--- config.mk ---
export PLATFORM = sky130hd
export DESIGN_NAME = gba_ctrl
export DESIGN_NICKNAME = d
export VERILOG_FILES = /design/src/hw/rtl/gba_pkg.sv /design/src/hw/rtl/gba_ctrl.sv
export SDC_FILE = /design/constraint.sdc
export NUM_CORES = 1
export LEC_CHECK = 0
export ABC_AREA = 1
export CAP_MARGIN = 20
export CORE_UTILIZATION = 45
export DETAILED_ROUTE_END_ITERATION = 10
export DONT_BUFFER_PORTS = 1
export PLACE_DENSITY = 0.71
export SLEW_MARGIN = 20
export SYNTH_ARGS = -nofsm -noshare
export SYNTH_HDL_FRONTEND = slang
export SYNTH_SLANG_ARGS = --single-unit
--- constraint.sdc ---
create_clock -name i_clk -period 2.2 [get_ports i_clk]
set_clock_uncertainty 0.15 [all_clocks]
set_input_delay 0.11 -clock i_clk [delete_from_list [all_inputs] [get_ports i_clk]]
set_output_delay 0.11 -clock i_clk [all_outputs]
set_load 0.01 [all_outputs]
--- src/hw/rtl/gba_pkg.sv ---
`timescale 1ns / 1ps
// gba_pkg: shared codes, field widths and controller/datapath interface structs
// for the grouped bitmap allocator; no dependencies
package gba_pkg;

    // field widths
    localparam int GS_W   = 14;
    localparam int TC_W   = 17;
    localparam int NUM_W  = 32;
    localparam int GF_W   = 14;
    localparam int TF_W   = 17;
    localparam int GIDX_W = 3;
    localparam int WIDX_W = 7;
    localparam int LD_W   = 64;
    localparam int MODE_W = 3;
    localparam int STAT_W = 2;

    localparam int S_TDATA_W = 112;
    localparam int M_TDATA_W = 64;

    // operation modes
    localparam logic [MODE_W-1:0] MODE_ALLOC  = 3'd0;
    localparam logic [MODE_W-1:0] MODE_FREE   = 3'd1;
    localparam logic [MODE_W-1:0] MODE_LDWORD = 3'd2;
    localparam logic [MODE_W-1:0] MODE_LDGRP  = 3'd3;
    localparam logic [MODE_W-1:0] MODE_LDTOT  = 3'd4;

    // result status codes
    localparam logic [STAT_W-1:0] STAT_OK     = 2'd0;
    localparam logic [STAT_W-1:0] STAT_NOFREE = 2'd1;
    localparam logic [STAT_W-1:0] STAT_RANGE  = 2'd2;

    // register indexes
    localparam logic [1:0] REG_GROUP_SIZE = 2'd0;
    localparam logic [1:0] REG_TOTAL      = 2'd1;
    localparam logic [1:0] REG_BASE       = 2'd2;
    localparam logic [1:0] REG_LOWEST     = 2'd3;

    // controller to datapath commands
    typedef struct packed {
        logic latch;
        logic clr_step;
        logic grp_init;
        logic grp_next;
        logic scan_init;
        logic scan_step;
        logic alloc_commit;
        logic res_fail;
        logic res_bad;
        logic div_init;
        logic div_step;
        logic free_rd;
        logic free_commit;
        logic exec_load;
        logic push;
    } t_dp_cmd;

    // datapath to controller status
    typedef struct packed {
        logic [MODE_W-1:0] mode;
        logic clr_last;
        logic grp_stop;
        logic grp_empty;
        logic hit;
        logic scan_idle;
        logic free_bad;
        logic div_done;
        logic div_ovf;
    } t_dp_stat;

endpackage

--- src/hw/rtl/gba_ctrl.sv ---
`timescale 1ns / 1ps
// gba_ctrl: controller state machine for the grouped bitmap allocator
// uses gba_pkg, commands gba_datapath
module gba_ctrl import gba_pkg::*; (
    input  logic     i_clk,
    input  logic     i_rst_n,
    input  logic     i_s_valid,
    output logic     o_s_ready,
    output logic     o_m_valid,
    input  logic     i_m_ready,
    input  t_dp_stat i_stat,
    output t_dp_cmd  o_cmd
);

    localparam logic [3:0] S_CLR   = 4'd0;
    localparam logic [3:0] S_IDLE  = 4'd1;
    localparam logic [3:0] S_DISP  = 4'd2;
    localparam logic [3:0] S_AGRP  = 4'd3;
    localparam logic [3:0] S_ASCAN = 4'd4;
    localparam logic [3:0] S_AWR   = 4'd5;
    localparam logic [3:0] S_FDIV  = 4'd6;
    localparam logic [3:0] S_FRD   = 4'd7;
    localparam logic [3:0] S_DONE  = 4'd8;

    logic [3:0] r_state;
    logic [3:0] n_state;
    logic       r_ovalid;

    // next state and commands
    always_comb begin
        n_state   = r_state;
        o_cmd     = '0;
        o_s_ready = 1'b0;
        case (r_state)
            S_CLR: begin
                o_cmd.clr_step = 1'b1;
                if (i_stat.clr_last) begin
                    n_state = S_IDLE;
                end
            end
            S_IDLE: begin
                o_s_ready = 1'b1;
                if (i_s_valid) begin
                    o_cmd.latch = 1'b1;
                    n_state     = S_DISP;
                end
            end
            S_DISP: begin
                case (i_stat.mode)
                    MODE_ALLOC: begin
                        o_cmd.grp_init = 1'b1;
                        n_state        = S_AGRP;
                    end
                    MODE_FREE: begin
                        if (i_stat.free_bad) begin
                            o_cmd.res_bad = 1'b1;
                            n_state       = S_DONE;
                        end else begin
                            o_cmd.div_init = 1'b1;
                            n_state        = S_FDIV;
                        end
                    end
                    default: begin
                        o_cmd.exec_load = 1'b1;
                        n_state         = S_DONE;
                    end
                endcase
            end
            S_AGRP: begin
                if (i_stat.grp_stop) begin
                    o_cmd.res_fail = 1'b1;
                    n_state        = S_DONE;
                end else if (i_stat.grp_empty) begin
                    o_cmd.grp_next = 1'b1;
                end else begin
                    o_cmd.scan_init = 1'b1;
                    n_state         = S_ASCAN;
                end
            end
            S_ASCAN: begin
                o_cmd.scan_step = 1'b1;
                if (i_stat.hit) begin
                    n_state = S_AWR;
                end else if (i_stat.scan_idle) begin
                    o_cmd.grp_next = 1'b1;
                    n_state        = S_AGRP;
                end
            end
            S_AWR: begin
                o_cmd.alloc_commit = 1'b1;
                n_state            = S_DONE;
            end
            S_FDIV: begin
                if (i_stat.div_ovf) begin
                    o_cmd.res_bad = 1'b1;
                    n_state       = S_DONE;
                end else if (i_stat.div_done) begin
                    o_cmd.free_rd = 1'b1;
                    n_state       = S_FRD;
                end else begin
                    o_cmd.div_step = 1'b1;
                end
            end
            S_FRD: begin
                o_cmd.free_commit = 1'b1;
                n_state           = S_DONE;
            end
            S_DONE: begin
                if (!r_ovalid || i_m_ready) begin
                    o_cmd.push = 1'b1;
                    n_state    = S_IDLE;
                end
            end
            default: begin
                n_state = S_IDLE;
            end
        endcase
    end

    // state and output valid
    always_ff @(posedge i_clk) begin
        if (!i_rst_n) begin
            r_state  <= S_CLR;
            r_ovalid <= 1'b0;
        end else begin
            r_state <= n_state;
            if (o_cmd.push) begin
                r_ovalid <= 1'b1;
            end else if (i_m_ready) begin
                r_ovalid <= 1'b0;
            end
        end
    end

    assign o_m_valid = r_ovalid;

    // a hit write always follows the scan
    a_awr_from_scan: assert property (@(posedge i_clk) disable iff (!i_rst_n)
        (r_state == S_AWR) |-> ($past(r_state) == S_ASCAN))
        else $error("allocation write without scan");

    // free write follows its ram read
    a_frd_from_div: assert property (@(posedge i_clk) disable iff (!i_rst_n)
        (r_state == S_FRD) |-> ($past(r_state) == S_FDIV))
        else $error("free commit without read");

    // a finished result waits while the output is still held
    a_done_hold: assert property (@(posedge i_clk) disable iff (!i_rst_n)
        (r_state == S_DONE && r_ovalid && !i_m_ready) |=> (r_state == S_DONE))
        else $error("result overwrote a held output");

endmodule

# Word level (Yosys, flattened, before mapping)
# Index checks and enable logic that the tools add are counted.
[word_totals]
regBits = 5
input_bits = 15
out_inout_bits = 17
[classes]
eq_ne = 15
muxes = 46
reduce_logical = 8
[op_table]
columns = ["operator", "count"]
rows = [
  ["2-to-1 mux 4 bit", 10],
  ["case mux 4 bit (8 select lines)", 1],
  ["2-to-1 mux 1 bit", 28],
  ["== test 4 x 3 -> 1 bit (second input constant)", 4],
  ["inequality test 3 bit (second input constant)", 3],
  ["== test 4 x 2 -> 1 bit (second input constant)", 2],
  ["2-to-1 mux 2 bit", 4],
  ["case mux 4 bit (2 select lines)", 1],
  ["inequality test 2 bit (second input constant)", 3],
  ["AND reduction 6 bit", 1],
  ["== test 4 x 1 -> 1 bit (second input constant)", 1],
  ["== test 4 bit (second input constant)", 1],
  ["logical NOT 4 bit", 1],
  ["case mux 1 bit (2 select lines)", 2],
  ["OR reduction 2 bit", 2],
  ["== test 3 x 1 -> 1 bit (second input constant)", 1],
  ["logical NOT 3 bit", 1],
  ["nonzero test 2 bit", 1],
  ["logical NOT 1 bit", 1],
  ["logical OR 1 bit", 1],
]

# Depth between registers and ports, before layout
[logic_depth]
word_depth = 5
mapped_depth = 9

# Worst setup path after synthesis
# No wires, ideal clock.
[synth_timing]
path_kind = "register to register"
startpoint = "reg r_state[1]"
endpoint = "reg r_state[2]"
arrival_ns = 1.069
setup_slack_ns = 0.867
stages_incl_launch_ff = 10
n_path_buf = 0
cell_sequence = "dfxtp_1 > inv_2 > nor2_4 > nand3_2 > nand2_2 > nor2_4 > nand2_2 > nand2_1 > nand2_1 > nor2_2"
[synth_via]
elab_chain_cells = 3
word_cells_on_any_way = 18
cone_classes = "eq/ne (14); mux (1); reduce/logical (3)"
[synth_lines]
columns = ["item", "line", "rtl"]
rows = [
  ["start, declared", "gba_ctrl.sv:25", "logic [3:0] r_state;"],
  ["start signal, assigned", "gba_ctrl.sv:126", "r_state <= n_state;"],
  ["== test 4 x 3 -> 1 bit, or another cell as far along", "gba_ctrl.sv:34", "case (r_state)"],
  ["OR reduction 2 bit (no source line), or another cell as far along", "--", ""],
  ["case mux 4 bit (8 select lines) / AND reduction 6 bit (equally long branches)", "--", ""],
]
# Parallel ways exist; a longest one is shown, timed or not.
# A chain may end at the register's enable or synchronous reset.

==> results.cfg <==
[outcome]
status = finished, final reports clean

[clock_tree]
clock_latency_ns = 0.25
cts.reportedPaths.clkPinSlew_ns = 0.04
cts.path.max_buffers = 2
root_buffer = clkbuf_4
cts.sink_count = 5
numCtsBuffers = 3
ctsResizeCount = 0
cts_tree = yes
cts_setup_buffers = 0
htreeDepth = 1

[detailed_routing]
vias_per_cell = 5.378
drtAntennaViolNets = 0
wl_per_cell_um = 11.68
wl_met2_um = 632
vias = 640
drcViolationCount = 0
first_pass_iters = 4
totalWireLength_um = 1390
drtIter0Drc = 16
m1WireLength_um = 618
top_layer_used = met4
met3_length_um = 110

[logic_synthesis]
yosysMostFrequentCell = nor2_1
synth_seq_cells = 5
synth_cell_types = 18
ys_top_cells_by_area = dfxtp_1 (17%), nor2_1 (13%), nand2_1 (11%), nor2_4 (11%), inv_1 (8.8%)
syn_inst = 99
synth_top_area_share_pct = 16.84
synthesis.nets = 114
synth_edf_count = 0
ys_seq_area_share_pct = 16.84
yosys.area.top_type = dfxtp_1
syn_area_per_cell_um2 = 6.003
synthTopCellsByCount = nor2_1 (20), nand2_1 (18), inv_1 (14), inv_2 (7)
synthArstFlopShare_pct = 0
yosysWarnings = 0
synth_area_um2 = 594.3
ys.flop_type = dfxtp_1

[floorplanning]
die_h_um = 38.34
rows = 12
die_area_mm2 = 0.001470
coreArea_mm2 = 0.001171
start_util_pct = 50.75
die_x_um = 38.34
ios = 32

[finish]
drive_gt1_share_pct = 27.62
fin_nets = 121
utilization_pct = 56.20
instances_no_fill = 119
multi_input_area_um2 = 415.4
n_antenna_cell = 0
areaGrowthSynthToFinish_pct = 10.74
num-fill-cells = 124
regArea_um2 = 100.1

[placed_design]
dp.cells = 113
portBuffers = 0
finalWeightedCongestion = 0.8510
dpl.hpwl_um = 1140

[min_path]
hold-path-endpoint = r_state[2]$_SDFFE_PN0P_
hold_start = i_stat[4]
hp-class = in -> reg
min_path_cells = 4

[critical_path]
arrival_ns = 1.43
cp-start-kind = flip-flop
cp_top_family = flip-flops
timing.rr.start = r_state[1]$_SDFFE_PN0P_
worstPathCellList = inv_2 -> nor2_4 -> nand2_4 -> o31ai_1
slowest_delay_ns = 0.43
worst-path-buf-inv = 1
crit_required_ns = 1.94
reg2reg_depth = 8
reg2reg_to = r_state[2]$_SDFFE_PN0P_
slowest_stage = dfxtp_1
cp-end-kind = output port
rrSetupSlack_ns = 0.72
worstSetupPathType = reg -> out
path_max_fanout = 5

[power_and_ir_drop]
p_seq_share_pct = 24.0
combPwrFrac_pct = 62.3
power_density_mw_per_mm2 = 1193
p_clk_share_pct = 13.7
power_switching_uw = 439.1
swShare_pct = 55.91
p_leak_uw = 0.0003332
ir_drop_mv = 0.5847
finalPower_uw = 785.4
p_int_uw = 346.3

[sta]
final-setup-viol-count = 0
worst_slew_pin_slew_ns = 0.4124
period_minus_slack_ns = 1.690
fin_setup_tns_ns = 0
finalHoldViolations = 0
maxSlewViolCount = 0
fin_crit_sh_pct = 76.83
rsz0062_at_grt = no
max_freq_mhz = 591.6
maxSlewHeadroom_pct = 72.27

[flow_run]
max_cap_viol_count = 0

[global_route]
antenna_found_initial = 0
gr-total-overflow = 0
grt_pass1_wl_um = 2346
grt_usage_pct = 23.88
grt_start_max_net_pins = 9
first_global_vias = 547
[worst register-to-register path, stage by stage (launching register included)]
cell and delay (ns):
dfxtp_1 0.43, inv_2 0.10, nor2_4 0.18, nand2_4 0.10, nor2_4 0.16, inv_1 0.06
nand4_1 0.09, nor2_1 0.06, nor2_2 0.09
[flip-flops by register name (all words and copies together) (netlist names)]
signal     cells
r_state        4
o_m_valid      1
[cell families after synthesis]
kind of cell           synth area share [%]
AND/OR/NAND/NOR                       66.10
buffers and inverters                 13.26
AO/OA/AOI/OAI                         3.791
flip-flops                            16.84
[how the worst max path moves through the flow]
stage,cells past startpoint,slack [ns],endpoint,startpoint
2_1_floorplan,9,0.87,r_state[2]$_SDFFE_PN0P_,r_state[1]$_SDFFE_PN0P_
3_5_place_dp,9,0.74,r_state[2]$_SDFFE_PN0P_,r_state[2]$_SDFFE_PN0P_
5_1_grt,4,0.40,o_cmd[6],r_state[1]$_SDFFE_PN0P_
6_report,4,0.51,o_cmd[6],r_state[1]$_SDFFE_PN0P_
4_1_cts,4,0.52,o_cmd[6],r_state[1]$_SDFFE_PN0P_
3_3_place_gp,9,0.75,r_state[2]$_SDFFE_PN0P_,r_state[0]$_SDFFE_PN0P_
[routing by layer]
metal | GRT usage [%] | vias up
met5 | 0 | -
met4 | 10.34 | 0
li1 | - | 321
met1 | 27.37 | 286
met2 | 38.98 | 29
met3 | 9.302 | 4
[cells in the final DEF, fill, tap and decap left out]
cell type       n
nor2_1         20
inv_1          14
nor4_2          1
o31ai_1         1
o21ai_2         1
nand3_2         4
nand2_2         3
nand3_1         6
nand2_4         1
inv_2           7
nor2_4          6
dlygate4sd3_1   2
nand2_1        18
clkbuf_4        3
nor2_2          3
nor3_1          1
nand4_1         5
dfxtp_1         5
a31oi_1         1
nand3b_1        2
clkbuf_1        1
[timing repair]
action                                 in CTS  in global routing
setup endpoints to repair                   0                  0
endpoints found under the hold margin       5                  0
hold buffers                                2                  0
[metrics by stage]
| step | hold WS (ns) | instance area [um2] | setup slack [ns] |
|---|---|---|---|
| 3_5_place_dp | 0.1009 | 611.8 | 0.7412 |
| 3_3_place_gp | 0.09817 | 611.8 | 0.7480 |
| 6_report | 0.04921 | 658.1 | 0.5098 |
| 2_1_floorplan | 0.09475 | 594.3 | 0.8675 |
| 5_1_grt | 0.07664 | 658.1 | 0.4000 |
| 4_1_cts | 0.03980 | 658.1 | 0.5223 |
[cell type report]
cell class	count	share of cell area [%]
Inverter	21	11.98
Clock buffer	4	3.992
Sequential cell	5	15.21
Multi-Input combinational cell	73	63.12
Timing Repair Buffer	2	3.042
Tap cell	14	2.662
[power groups by stage]
stage | combinational (uW) | clock, uW | sequential (uW)
floorplan | 419 | 0 | 180
global placement | 480 | 0 | 187
detailed placement | 484 | 0 | 190
CTS | 489 | 109 | 187
global route | 553 | 118 | 194
finish | 489 | 107 | 189
Note: power is estimated with default switching activity, not from simulation.
