--- src/hw/rtl/gba_pkg.sv ---
`timescale 1ns / 1ps
// gba_pkg: shared codes, field widths and controller/datapath interface structs
// for the grouped bitmap allocator; no dependencies
package gba_pkg;

    // field widths
    localparam int GS_W   = 14;
    localparam int TC_W   = 17;
    localparam int NUM_W  = 32;
    localparam int GF_W   = 14;
    localparam int TF_W   = 17;
    localparam int GIDX_W = 3;
    localparam int WIDX_W = 7;
    localparam int LD_W   = 64;
    localparam int MODE_W = 3;
    localparam int STAT_W = 2;

    localparam int S_TDATA_W = 112;
    localparam int M_TDATA_W = 64;

    // operation modes
    localparam logic [MODE_W-1:0] MODE_ALLOC  = 3'd0;
    localparam logic [MODE_W-1:0] MODE_FREE   = 3'd1;
    localparam logic [MODE_W-1:0] MODE_LDWORD = 3'd2;
    localparam logic [MODE_W-1:0] MODE_LDGRP  = 3'd3;
    localparam logic [MODE_W-1:0] MODE_LDTOT  = 3'd4;

    // result status codes
    localparam logic [STAT_W-1:0] STAT_OK     = 2'd0;
    localparam logic [STAT_W-1:0] STAT_NOFREE = 2'd1;
    localparam logic [STAT_W-1:0] STAT_RANGE  = 2'd2;

    // register indexes
    localparam logic [1:0] REG_GROUP_SIZE = 2'd0;
    localparam logic [1:0] REG_TOTAL      = 2'd1;
    localparam logic [1:0] REG_BASE       = 2'd2;
    localparam logic [1:0] REG_LOWEST     = 2'd3;

    // controller to datapath commands
    typedef struct packed {
        logic latch;
        logic clr_step;
        logic grp_init;
        logic grp_next;
        logic scan_init;
        logic scan_step;
        logic alloc_commit;
        logic res_fail;
        logic res_bad;
        logic div_init;
        logic div_step;
        logic free_rd;
        logic free_commit;
        logic exec_load;
        logic push;
    } t_dp_cmd;

    // datapath to controller status
    typedef struct packed {
        logic [MODE_W-1:0] mode;
        logic clr_last;
        logic grp_stop;
        logic grp_empty;
        logic hit;
        logic scan_idle;
        logic free_bad;
        logic div_done;
        logic div_ovf;
    } t_dp_stat;

endpackage

--- src/hw/rtl/gba_datapath.sv ---
`timescale 1ns / 1ps
// gba_datapath: counts, scan counters, group divider, result registers and bitmap
// ram access; uses gba_pkg, driven by gba_ctrl
module gba_datapath import gba_pkg::*; #(
    parameter int MAX_GROUP_BITS = 8192,
    parameter int MAX_GROUPS     = 8,
    parameter int WORD_BITS      = 64
) (
    input  logic                   i_clk,
    input  logic                   i_rst_n,
    input  t_dp_cmd                i_cmd,
    output t_dp_stat               o_stat,
    // input word fields
    input  logic [MODE_W-1:0]      i_mode,
    input  logic [NUM_W-1:0]       i_item_number,
    input  logic [GIDX_W-1:0]      i_group_index,
    input  logic [WIDX_W-1:0]      i_word_index,
    input  logic [LD_W-1:0]        i_load_data,
    // configuration
    input  logic [GS_W-1:0]        i_group_size,
    input  logic [TC_W-1:0]        i_total_count,
    input  logic [NUM_W-1:0]       i_number_base,
    input  logic [NUM_W-1:0]       i_lowest_freeable,
    // bitmap ram
    output logic                   o_ram_we,
    output logic [$clog2(MAX_GROUPS*(MAX_GROUP_BITS/WORD_BITS))-1:0] o_ram_waddr,
    output logic [WORD_BITS-1:0]   o_ram_wdata,
    output logic [$clog2(MAX_GROUPS*(MAX_GROUP_BITS/WORD_BITS))-1:0] o_ram_raddr,
    input  logic [WORD_BITS-1:0]   i_ram_rdata,
    // result word fields
    output logic [NUM_W-1:0]       o_alloc_number,
    output logic [STAT_W-1:0]      o_status,
    output logic [GF_W-1:0]        o_group_free,
    output logic [TF_W-1:0]        o_total_free
);

    localparam int WPG  = MAX_GROUP_BITS / WORD_BITS;
    localparam int TOTAL_WORDS = MAX_GROUPS * WPG;
    localparam int AW   = $clog2(TOTAL_WORDS);
    localparam int GW   = (MAX_GROUPS > 1) ? $clog2(MAX_GROUPS) : 1;
    localparam int QW   = $clog2(MAX_GROUPS + 1);
    localparam int WW   = $clog2(WPG + 1);
    localparam int BW   = $clog2(WORD_BITS);
    localparam int PW   = $clog2(WORD_BITS + 1);
    localparam int OW   = $clog2(MAX_GROUP_BITS + 1);
    localparam int GCOUNT_LIM = (MAX_GROUP_BITS < 16383) ? MAX_GROUP_BITS : 16383;
    localparam int TCOUNT_LIM = (MAX_GROUPS * MAX_GROUP_BITS < 131071) ?
                                (MAX_GROUPS * MAX_GROUP_BITS) : 131071;

    // latched input word
    logic [MODE_W-1:0]    r_mode;
    logic [NUM_W-1:0]     r_num;
    logic [GIDX_W-1:0]    r_in_grp;
    logic [WIDX_W-1:0]    r_wi;
    logic [LD_W-1:0]      r_data;

    // work registers
    logic [QW-1:0]        r_grp;
    logic [NUM_W-1:0]     r_gbase;
    logic [GS_W-1:0]      r_left;
    logic [WW-1:0]        r_wrd;
    logic                 r_pv;
    logic [PW-1:0]        r_pleft;
    logic [WW-1:0]        r_pwrd;
    logic [WORD_BITS-1:0] r_hit_word;
    logic [AW-1:0]        r_hit_addr;
    logic [OW-1:0]        r_hit_off;
    logic [TC_W-1:0]      r_rem;
    logic [AW-1:0]        r_clr;
    logic [GF_W-1:0]      r_cnt [MAX_GROUPS];
    logic [TF_W-1:0]      r_tot;

    // staged and output result
    logic [NUM_W-1:0]     r_st_num;
    logic [STAT_W-1:0]    r_st_stat;
    logic [GF_W-1:0]      r_st_gf;
    logic [NUM_W-1:0]     r_o_num;
    logic [STAT_W-1:0]    r_o_stat;
    logic [GF_W-1:0]      r_o_gf;
    logic [TF_W-1:0]      r_o_tf;

    logic [GS_W-1:0]      gs_eff;
    logic [GW-1:0]        cnt_idx;
    logic [GF_W-1:0]      cnt_cur;
    logic [NUM_W-1:0]     span;
    logic [GS_W-1:0]      left_init;
    logic                 issue;
    logic [GS_W-1:0]      take;
    logic [AW-1:0]        scan_addr;
    logic [WORD_BITS-1:0] vmask;
    logic [WORD_BITS-1:0] look;
    logic                 zfound;
    logic [BW-1:0]        zbit;
    logic                 hit;
    logic                 div_ge;
    logic [AW-1:0]        free_addr;
    logic [AW-1:0]        ld_addr;
    logic                 grp_ok;
    logic                 wi_ok;
    logic [GF_W-1:0]      gclamp;
    logic [TF_W-1:0]      tclamp;
    logic [NUM_W-1:0]     idx_full;

    // effective group size, zero acts as one, clamp to storage
    always_comb begin
        if (i_group_size == '0) begin
            gs_eff = GS_W'(1);
        end else if (32'(i_group_size) > 32'(MAX_GROUP_BITS)) begin
            gs_eff = GS_W'(MAX_GROUP_BITS);
        end else begin
            gs_eff = i_group_size;
        end
    end

    assign cnt_idx = r_grp[GW-1:0];
    assign cnt_cur = r_cnt[cnt_idx];

    // bits of the current group that lie below the total count
    assign span      = 32'(i_total_count) - r_gbase;
    assign left_init = (span < 32'(gs_eff)) ? span[GS_W-1:0] : gs_eff;

    // scan issue side
    assign issue     = (r_left != '0);
    assign take      = (r_left > GS_W'(WORD_BITS)) ? GS_W'(WORD_BITS) : r_left;
    assign scan_addr = AW'(32'(r_grp) * WPG + 32'(r_wrd));

    // scan check side: lowest clear valid bit of the returned word
    always_comb begin
        if (r_pleft == PW'(WORD_BITS)) begin
            vmask = '1;
        end else begin
            vmask = (WORD_BITS'(1) << r_pleft) - WORD_BITS'(1);
        end
    end

    assign look = i_ram_rdata | ~vmask;

    always_comb begin
        zfound = 1'b0;
        zbit   = '0;
        for (int i = WORD_BITS - 1; i >= 0; i--) begin
            if (!look[i]) begin
                zfound = 1'b1;
                zbit   = BW'(i);
            end
        end
    end

    assign hit = r_pv && zfound;

    // free path: range check and group divider by repeated subtraction
    assign idx_full  = r_num - i_number_base;
    assign div_ge    = (r_rem >= TC_W'(gs_eff));
    assign free_addr = AW'(32'(r_grp) * WPG + 32'(r_rem >> BW));

    // load path
    assign grp_ok  = (32'(r_in_grp) < MAX_GROUPS);
    assign wi_ok   = (32'(r_wi) < WPG);
    assign ld_addr = AW'(32'(r_in_grp) * WPG + 32'(r_wi));
    assign gclamp  = (r_data > 64'(GCOUNT_LIM)) ? GF_W'(GCOUNT_LIM) : r_data[GF_W-1:0];
    assign tclamp  = (r_data > 64'(TCOUNT_LIM)) ? TF_W'(TCOUNT_LIM) : r_data[TF_W-1:0];

    // status to controller
    always_comb begin
        o_stat           = '0;
        o_stat.mode      = r_mode;
        o_stat.clr_last  = (r_clr == AW'(TOTAL_WORDS - 1));
        o_stat.grp_stop  = (r_grp == QW'(MAX_GROUPS)) || (r_gbase >= 32'(i_total_count));
        o_stat.grp_empty = (cnt_cur == '0);
        o_stat.hit       = hit;
        o_stat.scan_idle = !r_pv && !issue;
        o_stat.free_bad  = (r_num < i_lowest_freeable) || (r_num < i_number_base) ||
                           (idx_full >= 32'(i_total_count));
        o_stat.div_done  = !div_ge;
        o_stat.div_ovf   = div_ge && (r_grp == QW'(MAX_GROUPS - 1));
    end

    // ram ports
    always_comb begin
        o_ram_we    = 1'b0;
        o_ram_waddr = r_hit_addr;
        o_ram_wdata = r_hit_word;
        if (i_cmd.clr_step) begin
            o_ram_we    = 1'b1;
            o_ram_waddr = r_clr;
            o_ram_wdata = '0;
        end else if (i_cmd.alloc_commit) begin
            o_ram_we    = 1'b1;
        end else if (i_cmd.free_commit) begin
            o_ram_we    = 1'b1;
            o_ram_wdata = i_ram_rdata & ~(WORD_BITS'(1) << r_rem[BW-1:0]);
        end else if (i_cmd.exec_load && (r_mode == MODE_LDWORD) && grp_ok && wi_ok) begin
            o_ram_we    = 1'b1;
            o_ram_waddr = ld_addr;
            o_ram_wdata = r_data[WORD_BITS-1:0];
        end
    end

    assign o_ram_raddr = i_cmd.scan_step ? scan_addr : free_addr;

    // control state: clear pointer, scan pending flag, counts
    always_ff @(posedge i_clk) begin
        if (!i_rst_n) begin
            r_clr <= '0;
            r_pv  <= 1'b0;
            r_tot <= '0;
            for (int g = 0; g < MAX_GROUPS; g++) begin
                r_cnt[g] <= '0;
            end
        end else begin
            if (i_cmd.clr_step) begin
                r_clr <= r_clr + AW'(1);
            end
            if (i_cmd.scan_init) begin
                r_pv <= 1'b0;
            end else if (i_cmd.scan_step) begin
                r_pv <= issue;
            end
            if (i_cmd.alloc_commit) begin
                r_cnt[cnt_idx] <= cnt_cur - GF_W'(1);
                if (r_tot != '0) begin
                    r_tot <= r_tot - TF_W'(1);
                end
            end
            if (i_cmd.free_commit) begin
                if (32'(cnt_cur) < GCOUNT_LIM) begin
                    r_cnt[cnt_idx] <= cnt_cur + GF_W'(1);
                end
                if (32'(r_tot) < TCOUNT_LIM) begin
                    r_tot <= r_tot + TF_W'(1);
                end
            end
            if (i_cmd.exec_load) begin
                if ((r_mode == MODE_LDGRP) && grp_ok) begin
                    r_cnt[cnt_idx] <= gclamp;
                end
                if (r_mode == MODE_LDTOT) begin
                    r_tot <= tclamp;
                end
            end
        end
    end

    // payload registers
    always_ff @(posedge i_clk) begin
        if (i_cmd.latch) begin
            r_mode   <= i_mode;
            r_num    <= i_item_number;
            r_in_grp <= i_group_index;
            r_wi     <= i_word_index;
            r_data   <= i_load_data;
            r_grp    <= QW'(i_group_index);
        end
        if (i_cmd.grp_init || i_cmd.div_init) begin
            r_grp   <= '0;
            r_gbase <= '0;
        end
        if (i_cmd.div_init) begin
            r_rem <= TC_W'(idx_full);
        end
        if (i_cmd.div_step && div_ge) begin
            r_rem <= r_rem - TC_W'(gs_eff);
            r_grp <= r_grp + QW'(1);
        end
        if (i_cmd.grp_next) begin
            r_grp   <= r_grp + QW'(1);
            r_gbase <= r_gbase + 32'(gs_eff);
        end
        if (i_cmd.scan_init) begin
            r_left <= left_init;
            r_wrd  <= '0;
        end
        if (i_cmd.scan_step) begin
            if (issue) begin
                r_pleft <= PW'(take);
                r_pwrd  <= r_wrd;
                r_wrd   <= r_wrd + WW'(1);
                r_left  <= r_left - take;
            end
            if (hit) begin
                r_hit_word <= i_ram_rdata | (WORD_BITS'(1) << zbit);
                r_hit_addr <= AW'(32'(r_grp) * WPG + 32'(r_pwrd));
                r_hit_off  <= OW'(32'(r_pwrd) * WORD_BITS + 32'(zbit));
            end
        end
        if (i_cmd.free_rd) begin
            r_hit_addr <= free_addr;
        end
        // staged result
        if (i_cmd.alloc_commit) begin
            r_st_num  <= r_gbase + i_number_base + 32'(r_hit_off);
            r_st_stat <= STAT_OK;
            r_st_gf   <= cnt_cur - GF_W'(1);
        end
        if (i_cmd.res_fail) begin
            r_st_num  <= '0;
            r_st_stat <= STAT_NOFREE;
            r_st_gf   <= '0;
        end
        if (i_cmd.res_bad) begin
            r_st_num  <= '0;
            r_st_stat <= STAT_RANGE;
            r_st_gf   <= '0;
        end
        if (i_cmd.free_commit) begin
            r_st_num  <= '0;
            r_st_stat <= STAT_OK;
            r_st_gf   <= (32'(cnt_cur) < GCOUNT_LIM) ? cnt_cur + GF_W'(1) : cnt_cur;
        end
        if (i_cmd.exec_load) begin
            r_st_num  <= '0;
            r_st_stat <= STAT_OK;
            case (r_mode)
                MODE_LDWORD: r_st_gf <= (grp_ok && wi_ok) ? cnt_cur : '0;
                MODE_LDGRP:  r_st_gf <= grp_ok ? gclamp : '0;
                default:     r_st_gf <= '0;
            endcase
        end
        // output register
        if (i_cmd.push) begin
            r_o_num  <= r_st_num;
            r_o_stat <= r_st_stat;
            r_o_gf   <= r_st_gf;
            r_o_tf   <= r_tot;
        end
    end

    assign o_alloc_number = r_o_num;
    assign o_status       = r_o_stat;
    assign o_group_free   = r_o_gf;
    assign o_total_free   = r_o_tf;

    // an allocation only commits in a group with free items
    a_alloc_nonzero: assert property (@(posedge i_clk) disable iff (!i_rst_n)
        i_cmd.alloc_commit |-> (cnt_cur != '0))
        else $error("allocation committed in an empty group");

    // divider quotient stays inside storage
    a_div_range: assert property (@(posedge i_clk) disable iff (!i_rst_n)
        i_cmd.div_step |-> (32'(r_grp) < MAX_GROUPS))
        else $error("divider quotient beyond group storage");

    // global count never exceeds its limit
    a_tot_lim: assert property (@(posedge i_clk) disable iff (!i_rst_n)
        i_cmd.push |-> (32'(r_tot) <= TCOUNT_LIM))
        else $error("global free count above limit");

endmodule

--- config.mk ---
export PLATFORM = sky130hd
export DESIGN_NAME = gba_datapath
export DESIGN_NICKNAME = d
export VERILOG_FILES = /design/src/hw/rtl/gba_pkg.sv /design/src/hw/rtl/gba_datapath.sv
export SDC_FILE = /design/constraint.sdc
export NUM_CORES = 2
export LEC_CHECK = 0
export BUFFER_PORTS_ARGS = -buffer_cell sky130_fd_sc_hd__buf_2
export CORE_ASPECT_RATIO = 1.25
export CORE_MARGIN = 8
export CORE_UTILIZATION = 30
export CTS_BUF_LIST = sky130_fd_sc_hd__clkbuf_8 sky130_fd_sc_hd__clkbuf_16
export DETAILED_ROUTE_END_ITERATION = 8
export HOLD_SLACK_MARGIN = 0.06
export PLACE_DENSITY = 0.48
export SLEW_MARGIN = 40
export SYNTH_ARGS = -nofsm -noshare
export SYNTH_HDL_FRONTEND = slang
export SYNTH_SLANG_ARGS = --single-unit
--- constraint.sdc ---
create_clock -name i_clk -period 19.57 [get_ports i_clk]
set_clock_uncertainty 0.05 [all_clocks]
set_input_delay 2.9355 -clock i_clk [delete_from_list [all_inputs] [get_ports i_clk]]
set_output_delay 2.9355 -clock i_clk [all_outputs]
set_load 0.01 [all_outputs]
Yosys cells after proc, flatten, opt, wreduce, memory -nomap -nowiden
Memory sizes are Yosys's and may differ from the RTL's. A register that Yosys moved wholly into a read port is not among the register bits.
Cells that the tools add are included.
Widths: inputs -> output; s select.
{"block": "word_totals", "ramBits": 112, "register_bits": 428, "inputBits": 285, "out_inout_bits": 161, "elab_cells": 308, "n_memories": 1}
{"block": "op_classes", "n_reduce_logical": 32, "n_shift": 3, "mux": 199, "addsub": 20, "eq_ne": 7, "bitwise_logic": 8, "magnitude_cmp": 12}
{"memory": "r_cnt", "depth": 8, "width": 14, "rd": 1, "rd_ports_with_merged_regs": 1, "write_ports": 8, "line_no": "gba_datapath.sv:70", "rtl": "logic [GF_W-1:0] r_cnt [MAX_GROUPS];"}
{"op": "$mux 6", "count": 64}
{"op": "$mux 64", "count": 5}
{"op": "$mux 14", "count": 17}
{"op": "$mux 17", "count": 9}
{"op": "$not 64->64", "count": 2}
{"op": "$or 64x64->64", "count": 2}
{"op": "$shl 1x6->64 const A", "count": 2}
{"op": "$mux 1", "count": 81}
{"op": "$mux 10", "count": 8}
{"op": "$add 32x14->32", "count": 2}
{"op": "$and 64x64->64", "count": 1}
{"op": "$ge 32x17->1", "count": 2}
{"op": "$gt 64x14->1 const B", "count": 1}
{"op": "$gt 64x17->1 const B", "count": 1}
{"op": "$lt 32x32->1", "count": 2}
{"op": "$mux 32", "count": 2}
{"op": "$shl 1x7->64 const A", "count": 1}
{"op": "$sub 64x2->64 const B", "count": 1}
{"op": "$add 32x32->32", "count": 1}
{"op": "$lt 32x14->1", "count": 1}
{"op": "$sub 17x32->32", "count": 1}
{"op": "$sub 32x32->32", "count": 1}
{"op": "$logic_not 14->1", "count": 2}
{"op": "$pmux 14 s2", "count": 1}
{"op": "other kinds (44)", "count": 71}

Longest topological paths before layout
{"block": "depth", "word_depth": 73, "depth_mapped": 23, "mapped_depth_nobuf": 23}

Worst setup path before layout
OpenSTA, ideal clock, no wires.
{"block": "synth_timing", "path_type": "input to output", "start": "input i_number_base[0]", "end": "output o_stat[2] in the netlist's numbering", "t_arrival_ns": 6.990, "stages": 22, "path_slack_ns": 9.594, "n_path_buf": 0, "required_time_ns": 16.585, "path_cell_list": "ha_1 -> inv_1 -> fa_1 -> a211oi_1 -> o21ai_0 -> a221oi_1 -> nor2b_1 -> o21ai_0 -> nand2b_1 -> a21oi_1 -> xnor2_1 -> ha_1 -> and3_1 -> nand2_1 -> nand2_1 -> or4_1 -> a2111oi_0 -> o221ai_1 -> a311oi_1 -> nand4_1 -> nor4_1 -> nand2_1"}
{"item": "start, declared", "line_no": "gba_datapath.sv:22", "rtl": "input logic [NUM_W-1:0] i_number_base,"}
{"item": "end, declared", "line_no": "gba_datapath.sv:12", "rtl": "output t_dp_stat o_stat,"}

==> impl_metrics.xml <==
<?xml version="1.0" encoding="UTF-8"?>
<metrics>
  <group name="drt">
    <metric name="drt_first_iter_violations" unit="">3232</metric>
    <metric name="topmost_layer_with_routed_signal_wires" unit="">met5</metric>
    <metric name="remaining_drc_errors" unit="">0</metric>
    <metric name="firstDrtPassIters" unit="">6</metric>
    <metric name="met3_wirelength" unit="microns">10300</metric>
    <metric name="drt-vias-per-instance" unit="">5.49</metric>
    <metric name="vias" unit="">30900</metric>
    <metric name="ant_nets" unit="">0</metric>
    <metric name="postRouteWirelength" unit="microns">148000</metric>
    <metric name="met1Wirelength" unit="microns">61200</metric>
    <metric name="met2_length" unit="microns">68800</metric>
    <metric name="avgRoutedWirePerCell" unit="microns">26.2</metric>
  </group>
  <group name="cts">
    <metric name="insertion_delay" unit="ns">0.66</metric>
    <metric name="cts-buffers-inserted" unit="">66</metric>
    <metric name="cts_hold_repair.buffers" unit="">0</metric>
    <metric name="htree_num_levels" unit="">3</metric>
    <metric name="clock_tree.buffer_depth" unit="">3</metric>
    <metric name="cts_tree" unit="">yes</metric>
    <metric name="clkSlewWorstSetupHoldPaths" unit="ns">0.06</metric>
    <metric name="post_cts_resized" unit="">0</metric>
    <metric name="clock_sinks" unit="">543</metric>
    <metric name="clk_root_buffer_cell" unit="">clkbuf_16</metric>
    <metric name="number_of_buffers_inserted_to_repair_setup_after_cts" unit="">0</metric>
  </group>
  <group name="layout">
    <metric name="post_route_cells_drive_above_1_share" unit="%">18.0</metric>
    <metric name="area_growth" unit="%">17.4</metric>
    <metric name="fillerInstances" unit="">12100</metric>
    <metric name="final_net_count" unit="">4508</metric>
    <metric name="fin_area" unit="sq mm">0.0414</metric>
  </group>
  <group name="yosys">
    <metric name="fraction_of_the_yosys_area_taken_by_sequential_cells" unit="%">43.8</metric>
    <metric name="synthesis.instances" unit="">3610</metric>
    <metric name="synthFlopType" unit="">edfxtp_1</metric>
    <metric name="mappedNetlistArea" unit="sq mm">0.0353</metric>
    <metric name="synth_most_common_cell" unit="">nor2_1</metric>
    <metric name="synth_async_reset_ratio" unit="%">0</metric>
    <metric name="mappedNetlistNets" unit="">4117</metric>
    <metric name="synth_unique_cells" unit="">104</metric>
    <metric name="synth_warnings" unit="">0</metric>
    <metric name="synth_top_area_share" unit="%">38.8</metric>
    <metric name="total_of_flip_flops_plus_latches_after_synthesis" unit="">543</metric>
    <metric name="synth-edff-count" unit="">456</metric>
    <metric name="netlist.top_cell.by_area" unit="">edfxtp_1</metric>
    <metric name="syn_area_per_cell" unit="sq um">9.77</metric>
    <metric name="post_synth_main_area_contributors" unit="">edfxtp_1 (39%), ha_1 (7.2%), nor2_1 (5.0%), dfxtp_1 (4.9%), o21ai_0 (3.5%)</metric>
    <metric name="synth_top_cells_by_count" unit="">nor2_1 (474), edfxtp_1 (456), nand2_1 (248)</metric>
  </group>
  <group name="sta">
    <metric name="timing.final.max_slew_violations" unit="">0</metric>
    <metric name="timing.fmax" unit="MHz">90.4</metric>
    <metric name="tightest_slew" unit="ns">0.908</metric>
    <metric name="layout_setup_ws" unit="ns">8.51</metric>
    <metric name="slew_headroom" unit="%">37.9</metric>
    <metric name="finalSetupViolations" unit="">0</metric>
    <metric name="final_worst_path_cycle_share" unit="%">56.5</metric>
    <metric name="hold_viol" unit="">0</metric>
    <metric name="totalNegativeSetupSlack" unit="ns">0</metric>
    <metric name="grt_setup_unrepaired" unit="">no</metric>
    <metric name="finalWorstPathRequiredPeriod" unit="ns">11.06</metric>
  </group>
  <group name="placed_design">
    <metric name="dp_hpwl" unit="microns">115000</metric>
    <metric name="placed_instance_area" unit="sq mm">0.0391</metric>
    <metric name="globalplace.congestion" unit="">0.940</metric>
    <metric name="buffer_ports.inserted" unit="">445</metric>
    <metric name="detailedPlace.worstSlack" unit="ns">8.53</metric>
  </group>
  <group name="flow_run">
    <metric name="drv.max_cap_violation_count" unit="">0</metric>
  </group>
  <group name="die">
    <metric name="core_area" unit="sq mm">0.117</metric>
    <metric name="starting_density_of_the_core" unit="%">30.2</metric>
    <metric name="die-area" unit="sq mm">0.129</metric>
    <metric name="floorplan.die.height" unit="microns">399</metric>
    <metric name="design.portCount" unit="">446</metric>
    <metric name="placement_rows" unit="">140</metric>
    <metric name="die_width" unit="microns">323</metric>
  </group>
  <group name="hold_path">
    <metric name="worst_hold_path.num_cells" unit="">0</metric>
    <metric name="min_from" unit="">r_st_gf[3]</metric>
    <metric name="hold_path_end" unit="">o_group_free[3]</metric>
    <metric name="timing.hold.worst.class" unit="">reg2reg</metric>
  </group>
  <group name="critical_path">
    <metric name="setup.reg_to_reg.worst_slack" unit="ns">13.47</metric>
    <metric name="crit_path_max_fanout" unit="">3</metric>
    <metric name="arrival" unit="ns">8.07</metric>
    <metric name="end_kind" unit="">primary output</metric>
    <metric name="regToRegEndpoint" unit="">r_left[4]</metric>
    <metric name="setup.worst_path.start_class" unit="">input pin</metric>
    <metric name="launch_point_of_the_worst_reg_to_reg_path" unit="">r_gbase[4]</metric>
    <metric name="worst_ep_required_time" unit="ns">16.58</metric>
    <metric name="worst-r2r-cell-count" unit="">23</metric>
    <metric name="critPathKind" unit="">in2out</metric>
  </group>
  <group name="global_routing">
    <metric name="grt_antenna_before_repair" unit="">28</metric>
    <metric name="grt_start_max_net_pins" unit="">69</metric>
    <metric name="first_pass_grt_wire_length" unit="microns">210000</metric>
    <metric name="via_count_of_the_first_global_routing_pass" unit="">30500</metric>
    <metric name="track_usage" unit="%">22.0</metric>
    <metric name="grt_overflow_total" unit="">0</metric>
  </group>
  <group name="outcome">
    <metric name="run_status" unit="">finished clean</metric>
  </group>
  <group name="power_and_ir_drop">
    <metric name="power.density" unit="mW/mm^2">110</metric>
    <metric name="max-vdd-ir-drop" unit="mV">0.0661</metric>
    <metric name="power.static_leakage" unit="nW">16.5</metric>
  </group>
</metrics>
[cells by family after synthesis]
| group | share of synthesized area (%) |
|---|---|
| buf+inv | 3.99 |
| xor+xnor | 3.73 |
| mux | 4.58 |
| flops | 43.8 |
| simple gates | 17.7 |
| fa+ha+maj | 8.30 |
| compound gates | 17.9 |
| other cells | 0.0106 |
[flip-flops by register name (all words and copies together), names as in the netlist, 10 cells and up, named ones only]
register        count
r_tot              17
r_num              32
o_alloc_number     32
r_cnt             112
r_rem              17
o_group_free       14
r_data             64
o_total_free       17
r_hit_word         64
r_st_gf            14
r_clr              10
r_hit_addr         10
r_hit_off          14
r_st_num           32
r_gbase            32
r_left             14
[area by class of cell]
cell class | count | area, sq um | area share, %
multi-input combinational | 2717 | 18500 | 44.8
clock inverter | 47 | 384 | 0.928
inverter | 187 | 702 | 1.70
antenna | 15 | 37.5 | 0.0907
timing repair buffer | 486 | 2550 | 6.17
clock buffer | 74 | 1800 | 4.34
tap | 1562 | 1950 | 4.72
sequential | 543 | 15400 | 37.3
[where the power goes]
group	internal (mW)	leakage [nW]	total, mW	switching [mW]
logic	0.615	10.0	1.63	1.01
registers	1.45	5.32	1.65	0.199
clock network	0.727	1.14	1.26	0.530
total	2.79	16.5	4.54	1.74
[stage by stage]
step / instances / util, % / power [mW] / hold WS, ns
after CTS: 5615 / 35.4 / 4.56 / 0.370
after global placement: 5494 / 33.5 / 3.28 / 0.353
after floorplan: 3610 / - / 2.68 / 0.350
after detailed placement: 5494 / 33.5 / 3.29 / 0.356
final: 5631 / 35.5 / 4.54 / 0.368
after global routing: 5625 / 35.5 / 4.78 / 0.375
[worst max path at each step]
stage                     start  cells past startpoint  slack (ns)        end
2_1_floorplan  i_number_base[0]                     22        9.59  o_stat[2]
3_3_place_gp   i_number_base[0]                     24        8.54  o_stat[2]
3_5_place_dp   i_number_base[0]                     24        8.53  o_stat[2]
4_1_cts        i_number_base[0]                     24        8.51  o_stat[2]
5_1_grt        i_number_base[0]                     24        8.16  o_stat[2]
6_report       i_number_base[0]                     24        8.51  o_stat[2]
[routing by layer]
metal,track usage (%),up-vias
met3,4.77,297
met1,27.4,15000
met2,36.1,1230
met5,0,-
met4,10.7,12
li1,-,14300
[critical path: stages]
cell,delay (ns)
buf_2,0.12
ha_1,0.19
inv_1,0.06
fa_1,0.43
a211oi_1,0.33
o21ai_0,0.22
a221oi_1,0.44
nor2b_1,0.13
o21ai_0,0.16
nand2b_1,0.07
a21oi_1,0.17
xnor2_1,0.20
ha_1,0.28
and3_1,0.17
nand2_1,0.07
nand2_1,0.04
or4_1,0.49
a2111oi_0,0.41
o221ai_1,0.21
a311oi_1,0.28
nand4_1,0.13
nor4_1,0.20
nand2_1,0.16
buf_2,0.17
[cells in the final DEF (no fill, tap or decap), types with 41 or more instances in the layout]
cell       count
nor2_1       472
edfxtp_1     456
buf_2        443
nand2_1      245
o21ai_0      244
inv_1        208
ha_1         202
a21oi_1      160
nor3_1        98
xnor2_1       95
dfxtp_1       85
a21o_1        78
nand3_1       75
clkbuf_16     69
mux2i_1       67
a2111oi_0     65
nor2b_1       62
xor2_1        55
nand4_1       45
nand2b_1      43
nor4_1        41
(Power assumes the default switching activity.)
